`src/design/lut_layout_stream_validator_defines.svh`:
```
// ============================================================================
// Assertion macros for the LUT layout stream validator
// Shared helpers that wrap concurrent assertions on clk and rst_n.
// ============================================================================
`ifndef LUT_LAYOUT_STREAM_VALIDATOR_DEFINES_SVH
`define LUT_LAYOUT_STREAM_VALIDATOR_DEFINES_SVH

// Same-cycle implication, checked outside of reset.
`define LLS_ASSERT_IMPL(label, ante, cons) \
    label: assert property (@(posedge clk) disable iff (!rst_n) (ante) |-> (cons)) \
        else $error("lls assertion failed");

// Next-cycle implication, checked outside of reset.
`define LLS_ASSERT_NEXT(label, ante, cons) \
    label: assert property (@(posedge clk) disable iff (!rst_n) (ante) |=> (cons)) \
        else $error("lls assertion failed");

`endif

```
`src/design/lls_pkg.sv`:
```
// ============================================================================
// LUT layout stream validator package
// Shared constants, parse phase encoding and transfer types.
// ============================================================================
package lls_pkg;

    // Field widths of the byte stream and of the assembled words.
    localparam int BYTE_W = 8;
    localparam int WORD_W = 16;

    // Default number of definition bytes per LUT.
    localparam int LUT_DEF_BYTES_DEFAULT = 8;

    // A LUT index with all bits set always passes the range check.
    localparam logic [WORD_W-1:0] LUT_INDEX_ANY = 16'hFFFF;

    // Queue between the front and the back.
    localparam int QUEUE_DEPTH = 4;
    localparam int QUEUE_PTR_W = $clog2(QUEUE_DEPTH);
    localparam int QUEUE_CNT_W = $clog2(QUEUE_DEPTH + 1);

    // Parse phases of the layout walk.
    typedef enum logic [3:0] {
        PH_LUT_COUNT,
        PH_SKIP,
        PH_BLOCK_COUNT,
        PH_IN_TRITS,
        PH_SITE_COUNT,
        PH_LUT_INDEX,
        PH_INPUT_COUNT,
        PH_INPUT_INDEX,
        PH_OUT_COUNT,
        PH_OUT_INDEX,
        PH_DONE
    } phase_t;

    // One queued byte with its end-of-image mark.
    typedef struct packed {
        logic [BYTE_W-1:0] data;
        logic              last;
    } token_t;

    // Head of the queue as seen by the back.
    typedef struct packed {
        logic   valid;
        token_t token;
    } queue_head_t;

endpackage

```
`src/design/lls_queue.sv`:
```
// ============================================================================
// LUT layout stream validator front queue
// Accepts image bytes, tags them with the last mark and buffers them.
// ============================================================================
`include "lut_layout_stream_validator_defines.svh"

module lls_queue
(
    input  logic                         clk,
    input  logic                         rst_n,
    input  logic                         in_valid,
    output logic                         in_stall,
    input  logic [lls_pkg::BYTE_W-1:0]   data_byte,
    input  logic                         last_byte,
    input  logic                         pop,
    output lls_pkg::queue_head_t         head
);

    lls_pkg::token_t                    entry_reg [lls_pkg::QUEUE_DEPTH];
    logic [lls_pkg::QUEUE_PTR_W-1:0]    wr_ptr_reg;
    logic [lls_pkg::QUEUE_PTR_W-1:0]    wr_ptr_next;
    logic [lls_pkg::QUEUE_PTR_W-1:0]    rd_ptr_reg;
    logic [lls_pkg::QUEUE_PTR_W-1:0]    rd_ptr_next;
    logic [lls_pkg::QUEUE_CNT_W-1:0]    count_reg;
    logic [lls_pkg::QUEUE_CNT_W-1:0]    count_next;
    logic                               push;
    logic                               full;

    // An input transfer is taken whenever a slot is free.
    assign full     = (count_reg == lls_pkg::QUEUE_CNT_W'(lls_pkg::QUEUE_DEPTH));
    assign in_stall = full;
    assign push     = in_valid && !full;

    // Head of the queue.
    assign head.valid = (count_reg != '0);
    assign head.token = entry_reg[rd_ptr_reg];

    // Pointer and fill count updates.
    always_comb
    begin
        wr_ptr_next = push ? wr_ptr_reg + 1'b1 : wr_ptr_reg;
        rd_ptr_next = pop ? rd_ptr_reg + 1'b1 : rd_ptr_reg;
        count_next  = count_reg;
        if (push && !pop)
        begin
            count_next = count_reg + 1'b1;
        end
        else if (pop && !push)
        begin
            count_next = count_reg - 1'b1;
        end
    end

    always_ff @(posedge clk or negedge rst_n)
    begin
        if (!rst_n)
        begin
            wr_ptr_reg <= '0;
            rd_ptr_reg <= '0;
            count_reg  <= '0;
        end
        else
        begin
            wr_ptr_reg <= wr_ptr_next;
            rd_ptr_reg <= rd_ptr_next;
            count_reg  <= count_next;
        end
    end

    // Entry storage needs no reset.
    always_ff @(posedge clk)
    begin
        if (push)
        begin
            entry_reg[wr_ptr_reg] <= '{data: data_byte, last: last_byte};
        end
    end

    // The fill count never exceeds the depth, and the back only pops real entries.
    `LLS_ASSERT_IMPL(a_count_bound, 1'b1, count_reg <= lls_pkg::QUEUE_CNT_W'(lls_pkg::QUEUE_DEPTH))
    `LLS_ASSERT_IMPL(a_pop_nonempty, pop, count_reg != '0)
    `LLS_ASSERT_NEXT(a_push_grows, push && !pop, count_reg == $past(count_reg) + 1'b1)

endmodule

```
`src/design/lls_back.sv`:
```
// ============================================================================
// LUT layout stream validator parse engine
// Walks the layout one byte per cycle unless the result slot stalls; gives the verdict.
// ============================================================================
`include "lut_layout_stream_validator_defines.svh"

module lls_back
#(
    parameter int LUT_DEF_BYTES = lls_pkg::LUT_DEF_BYTES_DEFAULT
)
(
    input  logic                  clk,
    input  logic                  rst_n,
    input  lls_pkg::queue_head_t  head,
    output logic                  pop,
    output logic                  out_valid,
    input  logic                  out_stall,
    output logic                  layout_valid
);

    localparam int W      = lls_pkg::WORD_W;
    localparam int SKIP_W = $clog2(((2 ** W) - 1) * LUT_DEF_BYTES + 1);

    lls_pkg::phase_t             phase_reg;
    lls_pkg::phase_t             phase_next;
    logic                        hold_valid_reg;
    logic                        hold_valid_next;
    logic [lls_pkg::BYTE_W-1:0]  hold_byte_reg;
    logic [lls_pkg::BYTE_W-1:0]  hold_byte_next;
    logic                        failed_reg;
    logic                        failed_next;
    logic [W-1:0]                lut_total_reg;
    logic [W-1:0]                lut_total_next;
    logic [SKIP_W-1:0]           skip_reg;
    logic [SKIP_W-1:0]           skip_next;
    logic [W-1:0]                blocks_reg;
    logic [W-1:0]                blocks_next;
    logic [W-1:0]                trits_reg;
    logic [W-1:0]                trits_next;
    logic [W-1:0]                bound_reg;
    logic [W-1:0]                bound_next;
    logic [W-1:0]                sites_reg;
    logic [W-1:0]                sites_next;
    logic [W-1:0]                indexes_reg;
    logic [W-1:0]                indexes_next;
    logic                        out_valid_reg;
    logic                        out_valid_next;
    logic                        verdict_reg;
    logic                        verdict_next;
    logic [W-1:0]                word;
    logic [W-1:0]                sites_dec;
    logic [W-1:0]                blocks_dec;
    logic [W-1:0]                indexes_dec;
    logic                        end_image;
    logic                        verdict_ok;

    // A head byte is popped unless it ends the image and the full result slot is stalled.
    assign pop       = head.valid && (!head.token.last || !out_valid_reg || !out_stall);
    assign end_image = pop && head.token.last;

    assign word        = {head.token.data, hold_byte_reg};
    assign sites_dec   = sites_reg - 1'b1;
    assign blocks_dec  = blocks_reg - 1'b1;
    assign indexes_dec = indexes_reg - 1'b1;

    // Next state of the parse walk for the byte at the queue head.
    always_comb
    begin
        phase_next      = phase_reg;
        hold_valid_next = hold_valid_reg;
        hold_byte_next  = hold_byte_reg;
        failed_next     = failed_reg;
        lut_total_next  = lut_total_reg;
        skip_next       = skip_reg;
        blocks_next     = blocks_reg;
        trits_next      = trits_reg;
        bound_next      = bound_reg;
        sites_next      = sites_reg;
        indexes_next    = indexes_reg;
        if (pop && !failed_reg)
        begin
            priority if (phase_reg == lls_pkg::PH_DONE)
            begin
                // Trailing byte after a complete structure.
                failed_next = 1'b1;
            end
            else if (phase_reg == lls_pkg::PH_SKIP)
            begin
                skip_next = skip_reg - 1'b1;
                if (skip_reg == SKIP_W'(1))
                begin
                    phase_next = lls_pkg::PH_BLOCK_COUNT;
                end
            end
            else if (!hold_valid_reg)
            begin
                hold_valid_next = 1'b1;
                hold_byte_next  = head.token.data;
            end
            else
            begin
                hold_valid_next = 1'b0;
                unique case (phase_reg)
                    lls_pkg::PH_LUT_COUNT:
                    begin
                        lut_total_next = word;
                        skip_next      = SKIP_W'(word) * SKIP_W'(LUT_DEF_BYTES);
                        phase_next     = (word == '0) ? lls_pkg::PH_BLOCK_COUNT
                                                      : lls_pkg::PH_SKIP;
                    end
                    lls_pkg::PH_BLOCK_COUNT:
                    begin
                        blocks_next = word;
                        phase_next  = (word == '0) ? lls_pkg::PH_DONE : lls_pkg::PH_IN_TRITS;
                    end
                    lls_pkg::PH_IN_TRITS:
                    begin
                        trits_next = word;
                        phase_next = lls_pkg::PH_SITE_COUNT;
                    end
                    lls_pkg::PH_SITE_COUNT:
                    begin
                        sites_next = word;
                        bound_next = trits_reg + word;
                        phase_next = (word == '0) ? lls_pkg::PH_OUT_COUNT
                                                  : lls_pkg::PH_LUT_INDEX;
                    end
                    lls_pkg::PH_LUT_INDEX:
                    begin
                        if (word >= lut_total_reg && word != lls_pkg::LUT_INDEX_ANY)
                        begin
                            failed_next = 1'b1;
                        end
                        phase_next = lls_pkg::PH_INPUT_COUNT;
                    end
                    lls_pkg::PH_INPUT_COUNT:
                    begin
                        indexes_next = word;
                        if (word == '0)
                        begin
                            sites_next = sites_dec;
                            phase_next = (sites_dec == '0) ? lls_pkg::PH_OUT_COUNT
                                                           : lls_pkg::PH_LUT_INDEX;
                        end
                        else
                        begin
                            phase_next = lls_pkg::PH_INPUT_INDEX;
                        end
                    end
                    lls_pkg::PH_INPUT_INDEX:
                    begin
                        if (word >= bound_reg)
                        begin
                            failed_next = 1'b1;
                        end
                        indexes_next = indexes_dec;
                        if (indexes_dec == '0)
                        begin
                            sites_next = sites_dec;
                            phase_next = (sites_dec == '0) ? lls_pkg::PH_OUT_COUNT
                                                           : lls_pkg::PH_LUT_INDEX;
                        end
                    end
                    lls_pkg::PH_OUT_COUNT:
                    begin
                        indexes_next = word;
                        if (word == '0)
                        begin
                            blocks_next = blocks_dec;
                            phase_next  = (blocks_dec == '0) ? lls_pkg::PH_DONE
                                                             : lls_pkg::PH_IN_TRITS;
                        end
                        else
                        begin
                            phase_next = lls_pkg::PH_OUT_INDEX;
                        end
                    end
                    lls_pkg::PH_OUT_INDEX:
                    begin
                        if (word >= bound_reg)
                        begin
                            failed_next = 1'b1;
                        end
                        indexes_next = indexes_dec;
                        if (indexes_dec == '0)
                        begin
                            blocks_next = blocks_dec;
                            phase_next  = (blocks_dec == '0) ? lls_pkg::PH_DONE
                                                             : lls_pkg::PH_IN_TRITS;
                        end
                    end
                    default:
                    begin
                        failed_next = 1'b1;
                    end
                endcase
            end
        end
    end

    // Verdict and result slot.
    always_comb
    begin
        verdict_ok = !failed_next && (phase_next == lls_pkg::PH_DONE) && !hold_valid_next;
        verdict_next   = verdict_reg;
        out_valid_next = out_valid_reg;
        if (end_image)
        begin
            out_valid_next = 1'b1;
            verdict_next   = verdict_ok;
        end
        else if (!out_stall)
        begin
            out_valid_next = 1'b0;
        end
    end

    assign out_valid    = out_valid_reg;
    assign layout_valid = verdict_reg;

    // Control state; the end of an image returns the walk to its start.
    always_ff @(posedge clk or negedge rst_n)
    begin
        if (!rst_n)
        begin
            phase_reg      <= lls_pkg::PH_LUT_COUNT;
            hold_valid_reg <= 1'b0;
            failed_reg     <= 1'b0;
            out_valid_reg  <= 1'b0;
        end
        else
        begin
            out_valid_reg <= out_valid_next;
            if (end_image)
            begin
                phase_reg      <= lls_pkg::PH_LUT_COUNT;
                hold_valid_reg <= 1'b0;
                failed_reg     <= 1'b0;
            end
            else
            begin
                phase_reg      <= phase_next;
                hold_valid_reg <= hold_valid_next;
                failed_reg     <= failed_next;
            end
        end
    end

    // Counters and held data are always written before they are read.
    always_ff @(posedge clk)
    begin
        hold_byte_reg <= hold_byte_next;
        lut_total_reg <= lut_total_next;
        skip_reg      <= skip_next;
        blocks_reg    <= blocks_next;
        trits_reg     <= trits_next;
        bound_reg     <= bound_next;
        sites_reg     <= sites_next;
        indexes_reg   <= indexes_next;
        verdict_reg   <= verdict_next;
    end

    // The end of an image yields a result and restarts the walk.
    `LLS_ASSERT_NEXT(a_end_gives_result, end_image, out_valid_reg)
    `LLS_ASSERT_NEXT(a_end_restarts, end_image, phase_reg == lls_pkg::PH_LUT_COUNT && !hold_valid_reg && !failed_reg)
    `LLS_ASSERT_NEXT(a_failure_sticks, failed_reg && !end_image, failed_reg)
    `LLS_ASSERT_IMPL(a_no_overwrite, out_valid_reg && out_stall, !end_image)

endmodule

```
`src/design/lut_layout_stream_validator.sv`:
```
// Verdict path: the last byte is written into the queue, popped by the parse engine after
// every byte queued ahead of it, and its verdict is registered in the result slot.
// Throughput: one byte per cycle while a queue slot is free, also while a verdict waits.
// The four-entry queue decouples input from the engine's unstalled one byte per cycle.
// Reset: rst_n clears the queue, the parse walk and the result slot at once.
// ============================================================================
// LUT layout stream validator
// Checks a byte-serial LUT network layout image and reports one verdict per image.
// ============================================================================
module lut_layout_stream_validator
#(
    parameter int LUT_DEF_BYTES = lls_pkg::LUT_DEF_BYTES_DEFAULT
)
(
    input  logic                        clk,
    input  logic                        rst_n,
    input  logic                        in_valid,
    output logic                        in_stall,
    input  logic [lls_pkg::BYTE_W-1:0]  data_byte,
    input  logic                        last_byte,
    output logic                        out_valid,
    input  logic                        out_stall,
    output logic                        layout_valid
);

    lls_pkg::queue_head_t  head;
    logic                  pop;

    // Front: takes byte transfers into the queue.
    lls_queue u_queue
    (
        .clk       (clk),
        .rst_n     (rst_n),
        .in_valid  (in_valid),
        .in_stall  (in_stall),
        .data_byte (data_byte),
        .last_byte (last_byte),
        .pop       (pop),
        .head      (head)
    );

    // Back: walks the structure and holds the verdict.
    lls_back
    #(
        .LUT_DEF_BYTES (LUT_DEF_BYTES)
    )
    u_back
    (
        .clk          (clk),
        .rst_n        (rst_n),
        .head         (head),
        .pop          (pop),
        .out_valid    (out_valid),
        .out_stall    (out_stall),
        .layout_valid (layout_valid)
    );

endmodule

```
`config.mk`:
```
export PLATFORM = sky130hd
export DESIGN_NAME = lut_layout_stream_validator
export DESIGN_NICKNAME = d
export VERILOG_FILES = /design/src/design/lls_pkg.sv /design/src/design/lls_queue.sv /design/src/design/lls_back.sv /design/src/design/lut_layout_stream_validator.sv
export VERILOG_INCLUDE_DIRS = /design/src /design/src/design
export SDC_FILE = /design/constraint.sdc
export NUM_CORES = 1
export LEC_CHECK = 0
export BUFFER_PORTS_ARGS = -buffer_cell sky130_fd_sc_hd__buf_2
export CAP_MARGIN = 20
export CORE_UTILIZATION = 63
export CTS_BUF_LIST = sky130_fd_sc_hd__clkbuf_16
export DETAILED_ROUTE_END_ITERATION = 6
export PLACE_DENSITY = 0.8
export REMOVE_ABC_BUFFERS = 1
export SYNTH_ARGS = -nofsm -noshare
export SYNTH_HDL_FRONTEND = slang
export SYNTH_HIERARCHICAL = 1
export SYNTH_SLANG_ARGS = --single-unit
```
`constraint.sdc`:
```
create_clock -name clk -period 4.52 [get_ports clk]
set_input_delay 0.452 -clock clk [delete_from_list [all_inputs] [get_ports clk]]
set_output_delay 0.452 -clock clk [all_outputs]
set_load 0.01 [all_outputs]
```
==> results of run 1 <==
[worst max-delay path: cells and delay by family (launching register included)]
family	cells	cell delay, ps
AND/OR/NAND/NOR	3	910
AO/OA/AOI/OAI	5	1270
multiplexers	1	770
flip-flops	1	740
[final cells by class]
class	instances	area, um2	share of cell area, %
clock buffers	17	425	3.85
clock inverters	15	196	1.78
inverters	55	206	1.87
multi-input cells	667	4630	41.9
flip-flops and latches	174	5150	46.6
well taps	211	264	2.39
repair buffers	28	175	1.58
[power by group through the flow]
stage	combinational, mW	sequential (mW)	clock [mW]
2_1_floorplan	1.96	2.73	0
3_3_place_gp	2.57	2.90	0
3_5_place_dp	2.66	2.92	0
4_1_cts	2.71	2.89	1.57
5_1_grt	3.05	2.94	1.63
6_report	2.74	2.90	1.56
[through the flow]
stage / std cells / cell area, um2
floorplan: 896 / 9980
global placement: 1134 / 10400
detailed placement: 1134 / 10400
CTS: 1167 / 11100
global route: 1167 / 11100
finish: 1167 / 11100
[routing by layer]
layer	global-route usage, %	share of wire [%]
met3	6.11	7.2
met4	11.1	2.8
met1	37.3	43
met2	46.8	47
met5	0	0
[logic make-up (layout without fill, tap and decap cells)]
group / Yosys count / in the layout / share of synthesized area [%]
AOI/OAI and AO/OA: 178 / 178 / 11.4
xor gates and xnor gates: 77 / 77 / 6.66
DFF: 174 / 174 / 50.9
buffers and inverters: 90 / 115 / 3.56
and+or+nand+nor: 335 / 335 / 17.0
muxes: 14 / 14 / 2.56
adders and majority gates: 63 / 63 / 7.93
[worst paths after layout]
check | from | endpoint | slack (ps) | depth (start not counted)
hold / removal | data_byte[2] | u_queue/entry_reg[2][3] | 230 | 1
setup reg to reg | u_queue/rd_ptr_reg[0] | u_back/layout_valid | 710 | 9
max in group asynchronous | rst_n | u_back/phase_reg[3] | 3790 | 2
hold reg to reg | u_queue/count_reg[2] | u_queue/count_reg[2] | 500 | 1
min in group asynchronous | rst_n | u_queue/rd_ptr_reg[1] | 470 | 2
setup / recovery | u_queue/rd_ptr_reg[0] | u_back/layout_valid | 710 | 9
[layout by cell type (no fill, tap or decap), drive strengths merged, types with 4 or more instances in the layout]
master and instances:
nand2b 14, and3 6, inv 65, o21a 7
xor2 25, nand3 18, edfxtp 160, nor3b 4
nand2 111, o211ai 4, o21ai 74, buf 27
dfrtp 14, nor4b 5, xnor2 52, clkbuf 17
nand3b 4, mux4 9, or3 13, or4 6
and2 7, a21o 11, nor2 58, nand4 11
nor3 31, nor4 23, nor2b 9, a211oi 8
a21oi 27, ha 61
[timing repair]
action / CTS / global route
hold buffers: 1 / 0
buffers inserted: 0 / 0
hold endpoints to repair: 14 / 0
==> results.toml, run 1 <==
[grt]
antenna_found_initial = 0
globalRouteOverflowTotal = 0
via_count_of_the_first_global_routing_pass = 6921
groute.usage.overall_pct = 28.5
pin_count_of_the_biggest_net_entering_global_routing = 37
grt_pass1_wl_mm = 35.6

[sta]
max_slew_headroom_pct = 32.5
skew_ps = 11.0
finalWorstSetupSlack_ps = 709
timing_worst_slew_pin_value_ps = 1000
finalSetupTns_ps = 0
fmax_mhz = 262
hold_violations = 0
timing.final.setup_violations = 0
hold_ws_ps = 230
timing.final.crit_share_pct = 84.3
period_minus_slack_ps = 3810
rsz0062_at_grt = "no"
slew_viol_final = 0

[cells_and_area]
num_antenna_cells = 0
num-nets-final = 1019
drive_above_1_share_pct = 9.31
largest_register_ff_count = 36
areaGrowthSynthToFinish_pct = 9.12
finish.utilization_pct = 71.6
layout_fillers = 1106

[clock_tree]
cts_resized = 0
cts-htree-levels = 4
cts.sinks = 174
clk_latency_ps = 440
tritoncts = "built"
path_clk_slew_ps = 70
clock_tree.buffer_depth = 2
cts_buffers = 17
cts-root-buf = "sky130_fd_sc_hd__clkbuf_16"

[logic_synthesis]
yosys_register_bits = 174
yosys_warnings = 6
synth_ff_type = "sky130_fd_sc_hd__edfxtp_1"
yosys-top-cells-count = "160 x sky130_fd_sc_hd__edfxtp_1, 111 x sky130_fd_sc_hd__nand2_1, 73 x sky130_fd_sc_hd__o21ai_0"
yosysTopAreaCellShare_pct = 47.4
netlist.top_cell.by_area = "sky130_fd_sc_hd__edfxtp_1"
synth_sequential_area_ratio_pct = 50.9
synthDistinctLibCells = 83
synth_cells = 931
synthesis.area_per_instance_um2 = 10.9
netlist_area_um2 = 10100
async_flop_share_pct = 8.05
synth_most_common_cell = "sky130_fd_sc_hd__edfxtp_1"
synth-edff-count = 160
yosys-top-cells-area = "sky130_fd_sc_hd__edfxtp_1 47%, sky130_fd_sc_hd__ha_1 7.5%, sky130_fd_sc_hd__xnor2_1 4.5%"

[placed_design]
gp_congestion = 0.996
place_ws_ps = 756
port_buffers = 15
dp.final_hpwl_mm = 14.8

[drt]
route.detailed.drc = 0
detailedRoute.firstIterationViolations = 737
detail_route.wirelength_mm = 22.4
antenna_violating_nets_post_route = 0
drt_first_pass_iters = 6
detail_route.vias_per_cell = 6.33
wl_per_cell_um = 19.2
routed-via-count = 7386

[critical_path]
arrival_ps = 4110
slowest_delay_ps = 770
path_class = "reg2reg"
worst-endpoint-required_ps = 4820
critPathLaunchType = "flop"
cp-end-kind = "flop"
critical_path.slowest_cell = "sky130_fd_sc_hd__mux4_2"
worstPathMaxFanout = 12
worstPathCellList = "mux4_2 -> nor4_1 -> a41oi_1 -> nor3b_1 -> o2111ai_1 -> o31a_1 -> a211o_1 -> a221oi_2 -> and4bb_1"

[pwr]
power.leakage_nw = 4.09
power_frac_seq_pct = 40.3
cell_internal_pwr_mw = 4.39
switching_share_pct = 39.2
peak_supply_drop_uv = 465
combPwrFrac_pct = 38.1
share_clk_of_total_power_pct = 21.7
design_power_total_mw = 7.21
switching_power_mw = 2.82
power_density_nw_per_um2 = 652

[die]
fp-row-count = 45
floorplan.die.height_um = 129
floorplan.die.width_um = 129
design.core.area_um2 = 15400
num_io_pins = 16
fp.dieArea_um2 = 16600
initial_core_utilization_pct = 65.7

[status]
result_of_the_run = "complete, no violations"

[job]
cap_viol_max_count = 0

[min_path]
min-delay-path-class = "in2reg"
(Power assumes the default switching activity.)
==> run 2, diff against run 1 <==
- clock period: 4.52 -> 3.68 ns (I/O delays scaled with it)
==> run 2 against run 1 <==
Effect of this change: worst setup slack got worse by 510 ps; register-to-register slack worse by 510 ps; power is 23% higher; highest routed layer unchanged; combinational power rose by 32%; sequential cell count did not move; critical path depth unchanged; sequential share of layout area fell by 0.38 points; cell area is 0.85% higher; maximum frequency up 9.4%; count of clock-buffer cells in the layout unchanged; cell count up 1.2%.
==> results.toml, run 2 (synthesized netlist as in run 1, its figures left out) <==
[sta]
finalSetupTns_ps = 0
timing.final.crit_share_pct = 94.6
slew_viol_final = 0
timing_worst_slew_pin_value_ps = 783
skew_ps = 9.73
fmax_mhz = 287
timing.final.setup_violations = 0
max_slew_headroom_pct = 47.4
period_minus_slack_ps = 3480
hold_violations = 0
rsz0062_at_grt = "no"

[grt]
grt_pass1_wl_mm = 35.7
via_count_of_the_first_global_routing_pass = 6968
groute.usage.overall_pct = 28.8
globalRouteOverflowTotal = 0
antenna_found_initial = 0
pin_count_of_the_biggest_net_entering_global_routing = 37

[clock_tree]
cts-root-buf = "sky130_fd_sc_hd__clkbuf_16"
cts.sinks = 174
path_clk_slew_ps = 70
clk_latency_ps = 430
clock_tree.buffer_depth = 2
tritoncts = "built"
cts_buffers = 17
cts-htree-levels = 4

[pwr]
power.leakage_nw = 4.15
design_power_total_mw = 8.84
power_density_nw_per_um2 = 793
peak_supply_drop_uv = 618

[drt]
route.detailed.drc = 0
detail_route.vias_per_cell = 6.24
maxUsedRoutingLayer = "met4"
met3_wirelength_mm = 1.62
wirelength_met1_mm = 9.83
drt_first_pass_iters = 5
wl_per_cell_um = 18.7
routed_met2_length_mm = 10.1
detail_route.wirelength_mm = 22.1
routed-via-count = 7372
antenna_violating_nets_post_route = 0
detailedRoute.firstIterationViolations = 882

[die]
initial_core_utilization_pct = 65.7
design.core.area_um2 = 15400
floorplan.die.height_um = 129
fp.dieArea_um2 = 16600
floorplan.die.width_um = 129
num_io_pins = 16
fp-row-count = 45

[cells_and_area]
largest_register_ff_count = 36
most_common_library_cell_in_the_layout_ignoring_fill_and_taps = "sky130_fd_sc_hd__edfxtp_1"
layout_fillers = 1097
num-nets-final = 1033
final-instance-count-excl-fill = 1181
commonest_cells_after_routing_fill_and_taps_aside = "160 x sky130_fd_sc_hd__edfxtp_1, 111 x sky130_fd_sc_hd__nand2_1, 73 x sky130_fd_sc_hd__o21ai_0"
num_antenna_cells = 0
drive_above_1_share_pct = 10.8
areaGrowthSynthToFinish_pct = 10.0

[placed_design]
place_inst = 1148
gp_congestion = 0.940
dp.final_hpwl_mm = 14.7
port_buffers = 15

[critical_path]
critPathLaunchType = "flop"
worstPathMaxFanout = 8
cp-end-kind = "flop"
worst-endpoint-required_ps = 3980
arrival_ps = 3780
timing.reg2reg.worst_path_depth = 9
path_class = "reg2reg"

[job]
cap_viol_max_count = 0

[min_path]
min_delay_path_depth = 1
min-delay-path-class = "in2reg"

[status]
result_of_the_run = "complete, no violations"
-- run 2: cell count changes in the layout (fill, tap and decap cells not counted) --
cell / change
sky130_fd_sc_hd__buf_4: +14
sky130_fd_sc_hd__inv_6: -6
sky130_fd_sc_hd__clkinv_8: +4
sky130_fd_sc_hd__bufinv_16: -3
sky130_fd_sc_hd__clkinv_4: +3
sky130_fd_sc_hd__inv_8: +3
sky130_fd_sc_hd__clkinvlp_4: -1
sky130_fd_sc_hd__dfrtp_1: -1
sky130_fd_sc_hd__dfrtp_2: +1
sky130_fd_sc_hd__inv_1: -1
sky130_fd_sc_hd__inv_12: +1
-- run 2: layout make-up --
cell class / count / area (um2) / share of cell area, %
flip-flops and latches: 174 / 5160 / 46.3
multi-input cells: 667 / 4630 / 41.5
clock buffers: 17 / 425 / 3.82
repair buffers: 42 / 280 / 2.51
well taps: 211 / 264 / 2.37
inverters: 55 / 206 / 1.85
clock inverters: 15 / 184 / 1.65
-- run 2: worst paths after layout --
kind,startpoint,end,slack [ps]
min in group asynchronous,rst_n,u_queue/wr_ptr_reg[0],380
min,data_byte[4],u_queue/entry_reg[3][5],140
max reg2reg,u_queue/rd_ptr_reg[0],u_back/layout_valid,200
min reg2reg,u_back/out_valid,u_back/out_valid,500
max in group asynchronous,rst_n,u_queue/rd_ptr_reg[0],3020
max,u_queue/rd_ptr_reg[0],u_back/layout_valid,200
-- run 2: where the power goes --
part | leakage [nW] | switching (mW) | internal [mW] | total [mW]
Sequential | 1.63 | 0.479 | 2.96 | 3.43
Combinational | 2.22 | 2.17 | 1.44 | 3.61
Clock | 0.298 | 0.869 | 0.927 | 1.80
Total | 4.15 | 3.51 | 5.32 | 8.84
-- run 2: timing repair --
item                                    in CTS  in global routing
buffers inserted                             0                  0
hold endpoints to repair                    14                  0
hold buffers                                 1                  0
endpoints found under the setup margin       0                  1
resized for setup                            0                  1
-- run 2: stage by stage --
| stage | instance area, um2 | util [%] | hold slack [ps] | setup slack [ps] |
|---|---|---|---|---|
| after floorplan | 9980 | - | 72.4 | -675 |
| final | 11100 | 72.3 | 141 | 198 |
| after global routing | 11100 | 72.3 | 132 | 22.8 |
| after global placement | 10500 | 68.2 | 290 | 257 |
| after detailed placement | 10500 | 68.2 | 289 | 193 |
| after CTS | 11100 | 72.2 | 131 | 100 |
-- run 2: per-layer routing --
metal	vias up	track usage [%]
met4	0	12.6
met2	309	44.5
met5	-	0
li1	3500	-
met3	43	5.57
met1	3520	39.9
-- run 2: critical path, cell delays in order, from the launching register on --
cell and delay [ps]:
sky130_fd_sc_hd__dfrtp_2 520, sky130_fd_sc_hd__mux4_2 590, sky130_fd_sc_hd__nor4_1 480, sky130_fd_sc_hd__a41oi_1 310, sky130_fd_sc_hd__nor3b_1 270, sky130_fd_sc_hd__o2111ai_1 160, sky130_fd_sc_hd__o31a_1 290, sky130_fd_sc_hd__a211o_1 250
sky130_fd_sc_hd__a221oi_2 260, sky130_fd_sc_hd__and4bb_1 220
==> run 3, diff against run 2 <==
--- a/config.mk
+++ b/config.mk
@@ -9,8 +9,9 @@
 export BUFFER_PORTS_ARGS = -buffer_cell sky130_fd_sc_hd__buf_2
 export CAP_MARGIN = 20
-export CORE_UTILIZATION = 63
+export CORE_UTILIZATION = 60
 export CTS_BUF_LIST = sky130_fd_sc_hd__clkbuf_16
 export DETAILED_ROUTE_END_ITERATION = 6
-export PLACE_DENSITY = 0.8
+export HOLD_SLACK_MARGIN = 0.15
+export PLACE_DENSITY = 0.77
 export REMOVE_ABC_BUFFERS = 1
 export SYNTH_ARGS = -nofsm -noshare
==> constraint.sdc (replaced) <==
create_clock -name clk -period 3.68 [get_ports clk]
set_input_delay 0.736 -clock clk [delete_from_list [all_inputs] [get_ports clk]]
set_output_delay 0.736 -clock clk [all_outputs]
set_load 0.01 [all_outputs]
==> run 3 against run 2 <==
Effect of this change: critical path depth increased by 1; count of clock-buffer cells in the layout unchanged; clock power about the same; cell area increased by 0.45%; power increased by 0.53%; hold slack improved by 56 ps; worst setup slack got worse by 42 ps; register-to-register slack got worse by 40 ps; critical endpoint unchanged; largest cell class unchanged.
==> results.toml, run 3 (synthesized netlist as in run 1, its figures left out) <==
[sta]
fmax_mhz = 284
skew_ps = 11.6
finalSetupTns_ps = 0
rsz0062_at_grt = "no"
slew_viol_final = 0
timing.final.setup_violations = 0
hold_violations = 0
timing.final.crit_share_pct = 95.8
timing_worst_slew_pin_value_ps = 838
max_slew_headroom_pct = 43.7
period_minus_slack_ps = 3520
hold_ws_ps = 197

[critical_path]
arrival_ps = 3820
worstPathMaxFanout = 8
worst-endpoint-required_ps = 3970
slowest_delay_ps = 580
path_class = "reg2reg"
worstPathCellList = "inv_1 -> ha_1 -> or4_1 -> nor4_2 -> o32a_2 -> a41oi_2 -> or4_1 -> a211o_1 -> a221oi_2 -> and4bb_1"
path_common_cell = "sky130_fd_sc_hd__or4_1"
cp_num_cells = 10
critPathBufInv = 1
critPathLaunchType = "flop"
timing.reg2reg.worst_path_depth = 10
worst_path_dominant_cell_family = "simple AND/OR/NAND/NOR gates"
critical_path.slowest_cell = "sky130_fd_sc_hd__or4_1"
cp-end-kind = "flop"

[clock_tree]
cts_resized = 0
path_clk_slew_ps = 70
clk_latency_ps = 430
cts-root-buf = "sky130_fd_sc_hd__clkbuf_16"
cts_buffers = 17
postCtsHoldBufs = 0
cts-htree-levels = 4
clock_tree.buffer_depth = 2
tritoncts = "built"
cts.sinks = 174
cts_post_setup_buffers_inserted = 0

[cells_and_area]
layout_fillers = 1232
num-nets-final = 1037
areaGrowthSynthToFinish_pct = 10.5
largest_register_ff_count = 36
finish.utilization_pct = 67.8
drive_above_1_share_pct = 11.4
design_area_um2 = 11200
num_antenna_cells = 0
final-instance-count-excl-fill = 1194
commonest_cells_after_routing_fill_and_taps_aside = "160 x sky130_fd_sc_hd__edfxtp_1, 111 x sky130_fd_sc_hd__nand2_1, 73 x sky130_fd_sc_hd__o21ai_0"
most_common_library_cell_in_the_layout_ignoring_fill_and_taps = "sky130_fd_sc_hd__edfxtp_1"

[die]
fp.dieArea_um2 = 17400
num_io_pins = 16
design.core.area_um2 = 16500
fp-row-count = 47
floorplan.die.width_um = 132
initial_core_utilization_pct = 61.3
floorplan.die.height_um = 132

[grt]
via_count_of_the_first_global_routing_pass = 6933
globalRouteOverflowTotal = 0
antenna_found_initial = 0
grt_pass1_wl_mm = 35.9
pin_count_of_the_biggest_net_entering_global_routing = 37
groute.usage.overall_pct = 26.9

[drt]
drt_first_pass_iters = 6
routed-via-count = 7316
detail_route.vias_per_cell = 6.13
route.detailed.drc = 0
detailedRoute.firstIterationViolations = 845
detail_route.wirelength_mm = 22.5
antenna_violating_nets_post_route = 0
wl_per_cell_um = 18.8

[pwr]
power_density_nw_per_um2 = 793
peak_supply_drop_uv = 616
power.leakage_nw = 4.17

[min_path]
min-delay-path-class = "in2async"

[placed_design]
gp_congestion = 0.981
dp.final_hpwl_mm = 15.4
dpl_cell_area_um2 = 10600
port_buffers = 15
place_inst = 1162

[job]
cap_viol_max_count = 0

[status]
result_of_the_run = "complete, no violations"
run 3: changes by cell type in the layout (fill, tap and decap cells not counted), sizes merged:
cell and change:
dlygate4sd3 -1, buf +5
run 3: worst register-to-register path: stages, from the launching register on:
cell and delay (ps):
sky130_fd_sc_hd__edfxtp_1 460, sky130_fd_sc_hd__inv_1 90, sky130_fd_sc_hd__ha_1 300, sky130_fd_sc_hd__or4_1 580, sky130_fd_sc_hd__nor4_2 150, sky130_fd_sc_hd__o32a_2 210
sky130_fd_sc_hd__a41oi_2 160, sky130_fd_sc_hd__or4_1 570, sky130_fd_sc_hd__a211o_1 330, sky130_fd_sc_hd__a221oi_2 280, sky130_fd_sc_hd__and4bb_1 240
run 3: final timing paths:
path                                       startpoint                 endpoint  slack [ps]
worst max register to register  u_back/indexes_reg[0]      u_back/layout_valid         160
worst min-delay path                            rst_n    u_queue/wr_ptr_reg[1]         200
min in group clk                         data_byte[3]  u_queue/entry_reg[3][4]         510
worst min register to register   u_queue/count_reg[2]     u_queue/count_reg[2]         520
worst max-delay path            u_back/indexes_reg[0]      u_back/layout_valid         160
max in group asynchronous                       rst_n    u_queue/rd_ptr_reg[0]        3210
run 3: power by group:
group / internal, mW / switching [mW]
clock network: 0.928 / 0.881
registers: 2.95 / 0.434
logic: 1.47 / 2.21
run 3: final cells by class:
| type | count | area (um2) | area share (%) |
|---|---|---|---|
| clock buffer | 17 | 425 | 3.80 |
| clock inverter | 15 | 189 | 1.69 |
| inverter | 55 | 206 | 1.84 |
| multi-input combinational | 667 | 4640 | 41.4 |
| sequential | 174 | 5160 | 46.0 |
| tap | 220 | 275 | 2.46 |
| timing repair buffer | 46 | 308 | 2.75 |
run 3: metal layers:
metal	track usage, %	vias up	share of wire, %
met2	41.6	297	47
met3	4.84	60	6.0
met1	36.8	3457	44
met4	13.4	0	3.5
met5	0	-	0
li1	-	3502	-
run 3: per-stage QoR:
stage	power [mW]	setup WS, ps
floorplan	5.76	-675
global placement	6.90	299
detailed placement	7.05	130
CTS	8.88	55.8
global route	9.43	27.5
finish	8.88	156
